**config.mk**
```make
export PLATFORM = sky130hd
export DESIGN_NAME = grid_cell_allocator
export DESIGN_NICKNAME = d
export VERILOG_FILES = /design/src/gca_pkg.sv /design/src/gca_ram.sv /design/src/grid_cell_allocator.sv
export SDC_FILE = /design/constraint.sdc
export NUM_CORES = 2
export LEC_CHECK = 0
export ABC_CLOCK_PERIOD_IN_PS = 5800
export BUFFER_PORTS_ARGS = -buffer_cell sky130_fd_sc_hd__buf_2
export CAP_MARGIN = 0
export CORE_AREA = 8 8 514 516
export CTS_CLUSTER_SIZE = 16
export DETAILED_ROUTE_END_ITERATION = 7
export DIE_AREA = 0 0 522 524
export SLEW_MARGIN = 10
export SYNTH_ARGS = -nofsm -noshare
export SYNTH_HDL_FRONTEND = slang
export SYNTH_SLANG_ARGS = --single-unit
export TNS_END_PERCENT = 1
```
**constraint.sdc**
```tcl
create_clock -name clk -period 5.8 [get_ports clk]
set_input_delay 0.58 -clock clk [delete_from_list [all_inputs] [get_ports clk]]
set_output_delay 0.58 -clock clk [all_outputs]
set_load 0.03 [all_outputs]
```
**src/gca_pkg.sv**
```systemverilog
// Shared constants and types of the grid cell allocator.
package gca_pkg;

  localparam int MAX_GRID_DIM = 16;
  localparam int MAX_PIXELS   = 4096;
  localparam int STACK_DEPTH  = MAX_GRID_DIM * MAX_GRID_DIM;

  localparam int DIM_W   = $clog2(MAX_GRID_DIM);
  localparam int CNT_W   = $clog2(MAX_GRID_DIM + 1);
  localparam int ADDR_W  = $clog2(STACK_DEPTH);
  localparam int TOP_W   = $clog2(STACK_DEPTH + 1);
  localparam int ENTRY_W = 2 * DIM_W;
  localparam int PIX_W   = $clog2(MAX_PIXELS);
  localparam int SIZE_W  = 13;
  localparam int PROD_W  = DIM_W + SIZE_W;
  localparam int SUM_W   = PROD_W + 1;
  localparam int CFG_A_W = 3;

  localparam logic [PIX_W-1:0] PIX_MAX = PIX_W'(MAX_PIXELS - 1);
  localparam logic [TOP_W-1:0] TOP_FULL = TOP_W'(STACK_DEPTH);

  typedef enum logic [1:0] {
    CMD_ALLOC   = 2'd0,
    CMD_RELEASE = 2'd1,
    CMD_REBUILD = 2'd2,
    CMD_NONE    = 2'd3
  } cmd_t;

  typedef enum logic [1:0] {
    ST_OK      = 2'd0,
    ST_EMPTY   = 2'd1,
    ST_TOO_BIG = 2'd2,
    ST_FULL    = 2'd3
  } status_t;

  typedef enum logic [CFG_A_W-1:0] {
    REG_COLS        = 3'd0,
    REG_ROWS        = 3'd1,
    REG_CELL_WIDTH  = 3'd2,
    REG_CELL_HEIGHT = 3'd3,
    REG_TEX_HEIGHT  = 3'd4
  } reg_idx_t;

  typedef enum logic [2:0] {
    S_IDLE,
    S_READ,
    S_CALC,
    S_BUILD,
    S_DONE
  } state_t;

endpackage

```
**src/gca_ram.sv**
```systemverilog
// Generic single-port-write, registered-read RAM.
module gca_ram #(
  parameter int WIDTH = 8,
  parameter int DEPTH = 256
) (
  input  logic                     clk,
  input  logic                     we,
  input  logic [$clog2(DEPTH)-1:0] waddr,
  input  logic [WIDTH-1:0]         wdata,
  input  logic                     re,
  input  logic [$clog2(DEPTH)-1:0] raddr,
  output logic [WIDTH-1:0]         rdata
);

  logic [WIDTH-1:0] mem [DEPTH];

  always_ff @(posedge clk) begin
    if (we) begin
      mem[waddr] <= wdata;
    end
    if (re) begin
      rdata <= mem[raddr];
    end
  end

endmodule

```
**src/grid_cell_allocator.sv**
```systemverilog
// Top level of the grid cell allocator: free stack control and offset math.
//
//  channel | direction | handshake        | payload
//  --------+-----------+------------------+------------------------------------------
//  in      | input     | in_valid/in_stall   | cmd, req_width, req_height, rel_col, rel_row
//  out     | output    | out_valid/out_stall | status, got_col, got_row, dest_x, dest_y,
//          |           |                  | free_count
//  cfg     | input     | cfg_write        | cfg_addr, cfg_data
//
// One transaction at a time. A successful allocate goes through accept, stack
// memory read, multiply and result; release, failed allocate and unused commands go
// from accept to result. A rebuild makes one stack memory write per cell, and none
// for an empty grid.
// Reset empties the stack; stack memory contents are left as they are.
// A stalled result holds in the output register; the next transaction is accepted
// while it waits, and its own result waits until the register frees.
module grid_cell_allocator (
  input  logic                         clk,
  input  logic                         rst,
  input  logic                         in_valid,
  output logic                         in_stall,
  input  logic [1:0]                   cmd,
  input  logic [gca_pkg::SIZE_W-1:0]   req_width,
  input  logic [gca_pkg::SIZE_W-1:0]   req_height,
  input  logic [gca_pkg::DIM_W-1:0]    rel_col,
  input  logic [gca_pkg::DIM_W-1:0]    rel_row,
  output logic                         out_valid,
  input  logic                         out_stall,
  output logic [1:0]                   status,
  output logic [gca_pkg::DIM_W-1:0]    got_col,
  output logic [gca_pkg::DIM_W-1:0]    got_row,
  output logic [gca_pkg::PIX_W-1:0]    dest_x,
  output logic [gca_pkg::PIX_W-1:0]    dest_y,
  output logic [gca_pkg::TOP_W-1:0]    free_count,
  input  logic                         cfg_write,
  input  logic [gca_pkg::CFG_A_W-1:0]  cfg_addr,
  input  logic [gca_pkg::SIZE_W-1:0]   cfg_data
);
  import gca_pkg::*;

  state_t state, state_next;

  logic [CNT_W-1:0]  cols_in_use, rows_in_use;
  logic [SIZE_W-1:0] cell_width, cell_height, tex_height;

  logic [TOP_W-1:0]  stack_top;
  logic [DIM_W-1:0]  bx, by;
  logic [SIZE_W-1:0] req_h;
  logic [PROD_W-1:0] prod_w, prod_h;

  status_t           res_status;
  logic [DIM_W-1:0]  res_col, res_row;
  logic [PIX_W-1:0]  res_dx, res_dy;

  logic              accept, out_free;
  logic              alloc_ok;
  status_t           acc_status;
  logic [CNT_W-1:0]  nc, nr;
  logic              last_y, last_x, grid_empty;

  logic               ram_we, ram_re;
  logic [ADDR_W-1:0]  ram_waddr, ram_raddr;
  logic [ENTRY_W-1:0] ram_wdata, ram_rdata;

  logic [SUM_W-1:0]  sum_h;
  logic [SUM_W-1:0]  diff_h;

  assign accept   = in_valid && !in_stall;
  assign out_free = !out_valid || !out_stall;

  assign nc = (cols_in_use > CNT_W'(MAX_GRID_DIM)) ? CNT_W'(MAX_GRID_DIM) : cols_in_use;
  assign nr = (rows_in_use > CNT_W'(MAX_GRID_DIM)) ? CNT_W'(MAX_GRID_DIM) : rows_in_use;
  assign grid_empty = (nc == '0) || (nr == '0);
  assign last_y = ({1'b0, by} == CNT_W'(nr - CNT_W'(1)));
  assign last_x = ({1'b0, bx} == CNT_W'(nc - CNT_W'(1)));

  always_comb begin
    acc_status = ST_OK;
    alloc_ok   = 1'b0;
    case (cmd_t'(cmd))
      CMD_ALLOC: begin
        if (stack_top == '0) begin
          acc_status = ST_EMPTY;
        end else if (req_width > cell_width || req_height > cell_height) begin
          acc_status = ST_TOO_BIG;
        end else begin
          alloc_ok = 1'b1;
        end
      end
      CMD_RELEASE: begin
        if (stack_top == TOP_FULL) begin
          acc_status = ST_FULL;
        end
      end
      default: acc_status = ST_OK;
    endcase
  end

  always_ff @(posedge clk) begin
    if (rst) begin
      state <= S_IDLE;
    end else begin
      state <= state_next;
    end
  end

  always_comb begin
    state_next = state;
    in_stall   = 1'b1;
    ram_we     = 1'b0;
    ram_re     = 1'b0;
    ram_waddr  = stack_top[ADDR_W-1:0];
    ram_wdata  = {rel_col, rel_row};
    ram_raddr  = ADDR_W'(stack_top - TOP_W'(1));
    case (state)
      S_IDLE: begin
        in_stall = 1'b0;
        if (in_valid) begin
          case (cmd_t'(cmd))
            CMD_ALLOC: begin
              ram_re     = alloc_ok;
              state_next = alloc_ok ? S_READ : S_DONE;
            end
            CMD_RELEASE: begin
              ram_we     = (acc_status == ST_OK);
              state_next = S_DONE;
            end
            CMD_REBUILD: state_next = S_BUILD;
            default:     state_next = S_DONE;
          endcase
        end
      end
      S_READ: state_next = S_CALC;
      S_CALC: state_next = S_DONE;
      S_BUILD: begin
        ram_wdata = {bx, by};
        if (grid_empty) begin
          state_next = S_DONE;
        end else begin
          ram_we = 1'b1;
          if (last_x && last_y) begin
            state_next = S_DONE;
          end
        end
      end
      S_DONE: begin
        if (out_free) begin
          state_next = S_IDLE;
        end
      end
      default: state_next = S_IDLE;
    endcase
  end

  always_ff @(posedge clk) begin
    if (rst) begin
      cols_in_use <= CNT_W'(1);
      rows_in_use <= CNT_W'(1);
      cell_width  <= SIZE_W'(1);
      cell_height <= SIZE_W'(1);
      tex_height  <= SIZE_W'(1);
    end else if (cfg_write) begin
      case (reg_idx_t'(cfg_addr))
        REG_COLS:        cols_in_use <= cfg_data[CNT_W-1:0];
        REG_ROWS:        rows_in_use <= cfg_data[CNT_W-1:0];
        REG_CELL_WIDTH:  cell_width  <= cfg_data;
        REG_CELL_HEIGHT: cell_height <= cfg_data;
        REG_TEX_HEIGHT:  tex_height  <= cfg_data;
        default: ;
      endcase
    end
  end

  assign sum_h  = SUM_W'(prod_h) + SUM_W'(req_h);
  assign diff_h = SUM_W'(tex_height) - sum_h;

  always_ff @(posedge clk) begin
    if (rst) begin
      stack_top <= '0;
      bx        <= '0;
      by        <= '0;
    end else begin
      case (state)
        S_IDLE: begin
          if (accept) begin
            case (cmd_t'(cmd))
              CMD_ALLOC: begin
                if (alloc_ok) begin
                  stack_top <= stack_top - TOP_W'(1);
                end
              end
              CMD_RELEASE: begin
                if (acc_status == ST_OK) begin
                  stack_top <= stack_top + TOP_W'(1);
                end
              end
              CMD_REBUILD: begin
                stack_top <= '0;
                bx        <= '0;
                by        <= '0;
              end
              default: ;
            endcase
          end
        end
        S_BUILD: begin
          if (!grid_empty) begin
            stack_top <= stack_top + TOP_W'(1);
            if (last_y) begin
              by <= '0;
              bx <= bx + DIM_W'(1);
            end else begin
              by <= by + DIM_W'(1);
            end
          end
        end
        default: ;
      endcase
    end
  end

  always_ff @(posedge clk) begin
    case (state)
      S_IDLE: begin
        if (accept) begin
          res_status <= acc_status;
          res_col    <= '0;
          res_row    <= '0;
          res_dx     <= '0;
          res_dy     <= '0;
          req_h      <= req_height;
        end
      end
      S_READ: begin
        res_col <= ram_rdata[ENTRY_W-1:DIM_W];
        res_row <= ram_rdata[DIM_W-1:0];
        prod_w  <= PROD_W'(ram_rdata[ENTRY_W-1:DIM_W]) * PROD_W'(cell_width);
        prod_h  <= PROD_W'(ram_rdata[DIM_W-1:0]) * PROD_W'(cell_height);
      end
      S_CALC: begin
        res_dx <= (prod_w > PROD_W'(PIX_MAX)) ? PIX_MAX : prod_w[PIX_W-1:0];
        if (sum_h >= SUM_W'(tex_height)) begin
          res_dy <= '0;
        end else if (diff_h > SUM_W'(PIX_MAX)) begin
          res_dy <= PIX_MAX;
        end else begin
          res_dy <= diff_h[PIX_W-1:0];
        end
      end
      default: ;
    endcase
  end

  always_ff @(posedge clk) begin
    if (rst) begin
      out_valid <= 1'b0;
    end else if (state == S_DONE && out_free) begin
      out_valid <= 1'b1;
    end else if (!out_stall) begin
      out_valid <= 1'b0;
    end
  end

  always_ff @(posedge clk) begin
    if (state == S_DONE && out_free) begin
      status     <= res_status;
      got_col    <= res_col;
      got_row    <= res_row;
      dest_x     <= res_dx;
      dest_y     <= res_dy;
      free_count <= stack_top;
    end
  end

  gca_ram #(
    .WIDTH (ENTRY_W),
    .DEPTH (STACK_DEPTH)
  ) u_stack (
    .clk   (clk),
    .we    (ram_we),
    .waddr (ram_waddr),
    .wdata (ram_wdata),
    .re    (ram_re),
    .raddr (ram_raddr),
    .rdata (ram_rdata)
  );

endmodule

```
== After elaboration in Yosys (flattened, before gate mapping) ==
Memory sizes are Yosys's and may differ from the RTL's. A register that Yosys moved wholly into a read port is not among the register bits.
Cells that the tools add are included.
Storage, ports and cells
  register bits: 194
  latch bits: 0
  memory bits (writable): 2048
  memory bits (read-only): 0
  input port bits: 57
  output and inout bits: 45
  word-level logic and storage cells: 148
  memories: 1
Operators by class
  add/sub/neg operators: 8
  $mul: 2
  div/mod/pow operators: 0
  magnitude comparators: 7
  equal/unequal tests: 24
  shift operators: 0
  muxes and demuxes: 52
  bitwise logic cells: 0
  reduce and logical (&&, ||, !) cells: 30
Memory list
  u_stack.mem: words 256, width 8, read ports 1, clocked after Yosys merged registers in 1, wr ports 1, line gca_ram.sv:15  | logic [WIDTH-1:0] mem [DEPTH];
Operator list (count)
  12-bit two-way mux: 4
  12-bit case mux with 2 select lines: 2
  9-bit two-way mux: 4
  4-bit by 13-bit multiplier with 17-bit output: 2
  4-bit case mux with 2 select lines: 4
  4-bit two-way mux: 7
  9-bit case mux with 3 select lines: 1
  13-bit > comparator: 2
  17-bit by 13-bit adder with 18-bit output: 1
  18-bit by 13-bit >= comparator with 1-bit output: 1
  18-bit by 12-bit > comparator with 1-bit output, second input constant: 1
  9-bit case mux with 2 select lines: 1
  13-bit by 18-bit subtractor with 18-bit output: 1
  17-bit by 12-bit > comparator with 1-bit output, second input constant: 1
  2-bit AND reduction: 8
  3-bit two-way mux: 5
  3-bit case mux with 5 select lines: 1
  1-bit two-way mux: 14
  3-bit by 2-bit equality test with 1-bit output, second input constant: 4
  4-bit by 5-bit equality test with 1-bit output: 2
  5-bit > comparator, second input constant: 2
  5-bit logical NOT: 2
  5-bit two-way mux: 2
  2-bit != test, second input constant: 5
  28 further kinds: 46

== Depth between registers and ports, before layout ==
  depth in word-level cells: 11
  mapped depth: 18
  depth with buffers taken out: 17

== Cells and area by module ==
From an unflattened synthesis, not the netlist that was laid out.
Unflattened totals
  cells, all modules: 5017
  area total of the unflattened synthesis: 92164.6 sq um
By module, submodules not included
  gca_ram: times used 1, cells an instance 3733, area each 79636.4 sq um, sequential area each 61739.2 sq um
  grid_cell_allocator: times used 1, cells an instance 1284, area each 12528.3 sq um, sequential area each 5124.9 sq um

== Worst setup path before layout ==
Ideal clock, no wire load.
  path type: reg-to-reg
  start point: reg state[0]
  end point: mem u_stack.mem[0][0], data pin
  setup time: 823 ps
  arrival: 4005 ps
  data required time: 4977 ps
  slack: 972 ps
  stages on the path, launching flop included: 5
  buffers on the path: 1
  clock period less this slack: 4828 ps
  cells stage by stage: dfxtp_1 and3b_1 clkbuf_1 nand2_1 nand2_1
Between the ends
  cells in the longest elaborated chain, start to end: 2
Ends and longest elaborated chain
  start, declared: line grid_cell_allocator.sv:41  | state_t state, state_next;
  start signal, assigned: line grid_cell_allocator.sv:103  | state <= state_next;
  3-bit by 2-bit equality test with 1-bit output: line grid_cell_allocator.sv:115  | case (state)
  8-bit two-way mux: line grid_cell_allocator.sv:115
  named net ram_wdata[0]: line grid_cell_allocator.sv:63  | logic [ENTRY_W-1:0] ram_wdata, ram_rdata;
  end, declared: line gca_ram.sv:15
The timed path passes the listed nets, and every way through them passes these cells.

== Worst setup path in the final report ==
  start point: reg stack_top[1]
  end point: reg u_stack.rdata[6], read port of u_stack.mem, data pin
Between the ends
  cells in the longest elaborated chain, start to end: 6
  elaborated cells between the ends (all ways): 7
  those cells by class: add/sub: 1; mux: 5; reduce/logical: 1
Ends and longest elaborated chain
  start, declared: line grid_cell_allocator.sv:46  | logic [TOP_W-1:0] stack_top;
  start signal, assigned: line grid_cell_allocator.sv:189  | stack_top <= stack_top - TOP_W'(1);
  start signal, assigned: line grid_cell_allocator.sv:194  | stack_top <= stack_top + TOP_W'(1);
  start signal, assigned: line grid_cell_allocator.sv:208  | stack_top <= stack_top + TOP_W'(1);
  9-bit logical NOT: line grid_cell_allocator.sv:82  | if (stack_top == '0) begin
  1-bit two-way mux: line grid_cell_allocator.sv:82
  1-bit two-way mux: line grid_cell_allocator.sv:80  | case (cmd_t'(cmd))
  1-bit two-way mux: line grid_cell_allocator.sv:119  | case (cmd_t'(cmd))
  1-bit two-way mux: line grid_cell_allocator.sv:118  | if (in_valid) begin
  1-bit two-way mux: line grid_cell_allocator.sv:115
  end, declared: line gca_ram.sv:12  | output logic [WIDTH-1:0] rdata
Several ways; a longest one is shown, not always the timed one.
A chain may end at the register's enable or synchronous reset.

==> impl_table.tex <==
\begin{tabular}{lr}
\hline
Metric & Value \\
\hline
\multicolumn{2}{l}{\textbf{Power}} \\
Power per Cell Area & 344.7 nW/um\^{}2 \\
Net switching component of the power & 8.864 mW \\
Share of power burned in combinational logic & 11.9\% \\
Leakage power total & 33.33 nW \\
Sequential power share & 49.3\% \\
Int Pwr & 27.61 mW \\
Clock network fraction of design power & 38.7\% \\
Worst VDD drop & 0.4025 mV \\
Post-route total power & 36.47 mW \\
Switching fraction of total power & 24.30\% \\
\multicolumn{2}{l}{\textbf{Setup path}} \\
Crit path cell chain & inv\_1 > ha\_4 > buf\_12 > buf\_12 > buf\_4 > mux4\_2 > mux4\_2 > a22oi\_1 > nand2\_1 > a22oi\_1 > o221ai\_1 \\
Critical path's largest stage delay & 0.58 ns \\
Crit path max fanout & 50 \\
Critical path class & reg -> reg \\
Top cell family by delay on the critical path & buffers and inverters \\
Number of buffers and inverters on the critical path & 4 \\
Category of the worst setup path capture point & register \\
Critical Path Start Type & register \\
Crit path required time & 6.38 ns \\
Arrival @ worst endpoint & 5.23 ns \\
Slowest stage cell on the critical path & sky130\_fd\_sc\_hd\_\_dfxtp\_1 \\
\multicolumn{2}{l}{\textbf{Global route}} \\
Wire length of the first global-routing pass & 330.2 mm \\
Antenna violations before repair & 15 \\
GRT Util Overall & 16.19\% \\
Maximum number of pins on one net before global-route repair & 237 \\
Total gr overflow & 0 \\
Via count of the first global-routing pass & 47280 \\
\multicolumn{2}{l}{\textbf{Place}} \\
Routability Congestion & 0.8222 \\
Number of I/O port buffers & 101 \\
Estimated wirelength of the detail-placed design & 137.7 mm \\
\multicolumn{2}{l}{\textbf{Route}} \\
Per-cell routed wire length & 26.23 um \\
DRC violation count after routing & 0 \\
First drt pass iteration count & 5 \\
DR vias & 46110 \\
Wirelength, routed & 225.1 mm \\
Vias per cell & 5.373 \\
Number of DRC markers after the initial detailed-route iteration & 4622 \\
Count of antenna-violating nets left after detailed routing & 0 \\
\multicolumn{2}{l}{\textbf{Yosys}} \\
Cell types with the highest counts after synthesis & sky130\_fd\_sc\_hd\_\_edfxtp\_1, sky130\_fd\_sc\_hd\_\_mux4\_2, sky130\_fd\_sc\_hd\_\_nor3\_1 \\
Top-count cell post-synth & sky130\_fd\_sc\_hd\_\_edfxtp\_1 \\
Post-Syn Nets & 4777 \\
Per-instance average area after synthesis & 20.08 um\^{}2 \\
Number of flip-flops and latches in the synthesized netlist & 2250 \\
Post-synthesis mux area share & 15.82\% \\
Number of synthesized flops with an enable pin & 2180 \\
Xor-xnor portion of the synthesized cell area & 0.6495\% \\
Leading area contributor after synthesis & sky130\_fd\_sc\_hd\_\_edfxtp\_1 \\
Share of async-settable or async-resettable flops after synthesis & 0\% \\
Post-Synth Simple-Gate Area & 3.987\% \\
Proportion of synthesized chip area in sequential cells & 72.92\% \\
Leading cell types by total area after synthesis & sky130\_fd\_sc\_hd\_\_edfxtp\_1, sky130\_fd\_sc\_hd\_\_mux4\_2, sky130\_fd\_sc\_hd\_\_nor3\_1, sky130\_fd\_sc\_hd\_\_dfxtp\_1, sky130\_fd\_sc\_hd\_\_ha\_1 \\
Count of warnings emitted by yosys & 0 \\
Distinct cell type count after synthesis & 62 \\
Top flip-flop cell by instance count after synthesis & sky130\_fd\_sc\_hd\_\_edfxtp\_1 \\
Synth Area in Compound Gates & 2.470\% \\
Dominant combinational cell family by area after synthesis & multiplexers \\
Adder-cell share of the synthesized area & 2.478\% \\
Gate Count Post-Synth & 4566 \\
Synthesized area & 91700 um\^{}2 \\
Share of the synthesized area in the top cell type & 71.39\% \\
\multicolumn{2}{l}{\textbf{STA}} \\
Time the worst path needs with I/O delays and setup & 4.647 ns \\
Final hold violation count & 0 \\
Accumulated negative setup slack & 0 ns \\
Setup repair after global routing missed its margin & no \\
Final setup vio count & 0 \\
Final Slew Violations & 0 \\
Worst Tran Pin Value & 1.267 ns \\
Relative slew margins & 15.54\% \\
Final Skew & 0.04458 ns \\
Post-route fraction of the period consumed by the critical path & 80.12\% \\
Fmax achieved & 0.2152 GHz \\
\multicolumn{2}{l}{\textbf{Clock network}} \\
Root buffer selected by CTS & sky130\_fd\_sc\_hd\_\_clkbuf\_16 \\
Num CTS Buffers & 222 \\
Sinks on the clock net & 2250 \\
H-tree level count & 4 \\
Clock tree buffer depth & 3 \\
Skew-Pair Late Insertion Delay & 0.88 ns \\
Clock input transition at the sequential cells of the worst setup and hold paths & 0.06 ns \\
Clock tree from TritonCTS & done \\
\multicolumn{2}{l}{\textbf{Floorplan}} \\
Die footprint & 273500 um\^{}2 \\
Initial standard-cell utilization of the core & 35.85\% \\
Number of standard-cell rows in the floorplan & 186 \\
Die outline height & 524 um \\
Ports & 102 \\
Chip Width & 522 um \\
Standard cell core area & 255800 um\^{}2 \\
\multicolumn{2}{l}{\textbf{Flow run}} \\
Maximum Capacitance Violations & 0 \\
\multicolumn{2}{l}{\textbf{Finish}} \\
Nets & 5211 \\
Util after Layout & 41.37\% \\
Signed area change from the synthesized netlist to the final layout & 15.39\% \\
Layout cell share with drive strength beyond 1 & 27.99\% \\
\multicolumn{2}{l}{\textbf{Status}} \\
Outcome & complete, no violations \\
\multicolumn{2}{l}{\textbf{Worst hold path}} \\
Hold Crit Class & in -> reg \\
\hline
\end{tabular}
==> stage by stage <==
step	setup slack [ns]	area [um^2]	instances	hold WS, ns
5_1_grt	1.053	105800	8576	0.04255
2_1_floorplan	0.9725	91700	4566	0.4003
6_report	1.153	105800	8581	0.07657
3_3_place_gp	1.164	98380	8135	0.4007
3_5_place_dp	1.181	98380	8135	0.4045
4_1_cts	1.131	105800	8575	0.001770
==> per-layer routing <==
metal	global-route usage, %	part of all wire, %
met1	22.03	42
met2	26.39	48
met3	3.027	6.8
met4	5.327	3.1
met5	0	0.010
==> flip-flops by register name, indices dropped and copies added (netlist names), 12 cells and up <==
name / flops
res_dx: 12
cell_height: 13
dest_y: 12
res_dy: 12
cell_width: 13
u_stack.mem: 2048
dest_x: 12
prod_w: 17
req_h: 13
tex_height: 13
prod_h: 17
==> cell type report <==
cell class / instances / area (um^2)
Sequential cell: 2250 / 66870
Inverter: 87 / 326.6
Timing Repair Buffer: 470 / 3726
Tap cell: 3384 / 4234
Fill cell: 22270 / 150000
Multi-Input combinational cell: 1969 / 23480
Antenna cell: 6 / 15.01
Clock inverter: 153 / 1396
Clock buffer: 262 / 5768
==> power by group through the flow <==
stage               clock, mW  combinational (mW)  sequential, mW
floorplan                   0                2.69            18.4
global placement            0                4.35            18.3
detailed placement          0                4.37            18.3
CTS                      14.4                4.40            18.0
global route             15.0                4.56            18.0
finish                   14.1                4.35            18.0
==> cell families after synthesis <==
group,count (synthesis)
buffers and inverters,347
adder cells (fa/ha/maj),154
XOR/XNOR,68
multiplexers,649
AND/OR/NAND/NOR,760
AO/OA/AOI/OAI,338
flip-flops,2250
==> worst reg2reg max path: stages, from the launching register on <==
cell and delay (ns):
sky130_fd_sc_hd__dfxtp_1 0.58, sky130_fd_sc_hd__inv_1 0.20, sky130_fd_sc_hd__ha_4 0.56, sky130_fd_sc_hd__buf_12 0.32, sky130_fd_sc_hd__buf_12 0.33, sky130_fd_sc_hd__buf_4 0.39
sky130_fd_sc_hd__mux4_2 0.39, sky130_fd_sc_hd__mux4_2 0.53, sky130_fd_sc_hd__a22oi_1 0.41, sky130_fd_sc_hd__nand2_1 0.09, sky130_fd_sc_hd__a22oi_1 0.37, sky130_fd_sc_hd__o221ai_1 0.19
==> timing repair <==
| item | 4_1_cts | 5_1_grt |
|---|---|---|
| hold buffers | 25 | 0 |
| buffers inserted | 0 | 0 |
| gates resized for setup | 0 | 0 |
| hold endpoints to repair | 35 | 0 |
==> cell usage in the layout (no fill, tap or decap), types with 86 or more instances in the layout <==
| master | netlist | final |
|---|---|---|
| sky130_fd_sc_hd__mux4_2 | 640 | 640 |
| sky130_fd_sc_hd__inv_1 | 86 | 86 |
| sky130_fd_sc_hd__nand2_1 | 232 | 208 |
| sky130_fd_sc_hd__ha_1 | 108 | 107 |
| sky130_fd_sc_hd__a21oi_1 | 117 | 116 |
| sky130_fd_sc_hd__buf_4 | 5 | 313 |
| sky130_fd_sc_hd__clkbuf_16 | 0 | 224 |
| sky130_fd_sc_hd__nor3_1 | 289 | 289 |
| sky130_fd_sc_hd__buf_2 | 76 | 101 |
| sky130_fd_sc_hd__edfxtp_1 | 2180 | 2180 |
==> worst paths after layout <==
kind	from	endpoint	slack, ns	cells after the start
hold / removal	cfg_data[0]	cell_height[0]	0.08	3
setup reg to reg	stack_top[1]	u_stack.rdata[6]	1.15	11
hold reg to reg	res_dx[6]	dest_x[6]	0.42	0
setup / recovery	stack_top[1]	u_stack.rdata[6]	1.15	11
Power figures use the tool's default switching activity.
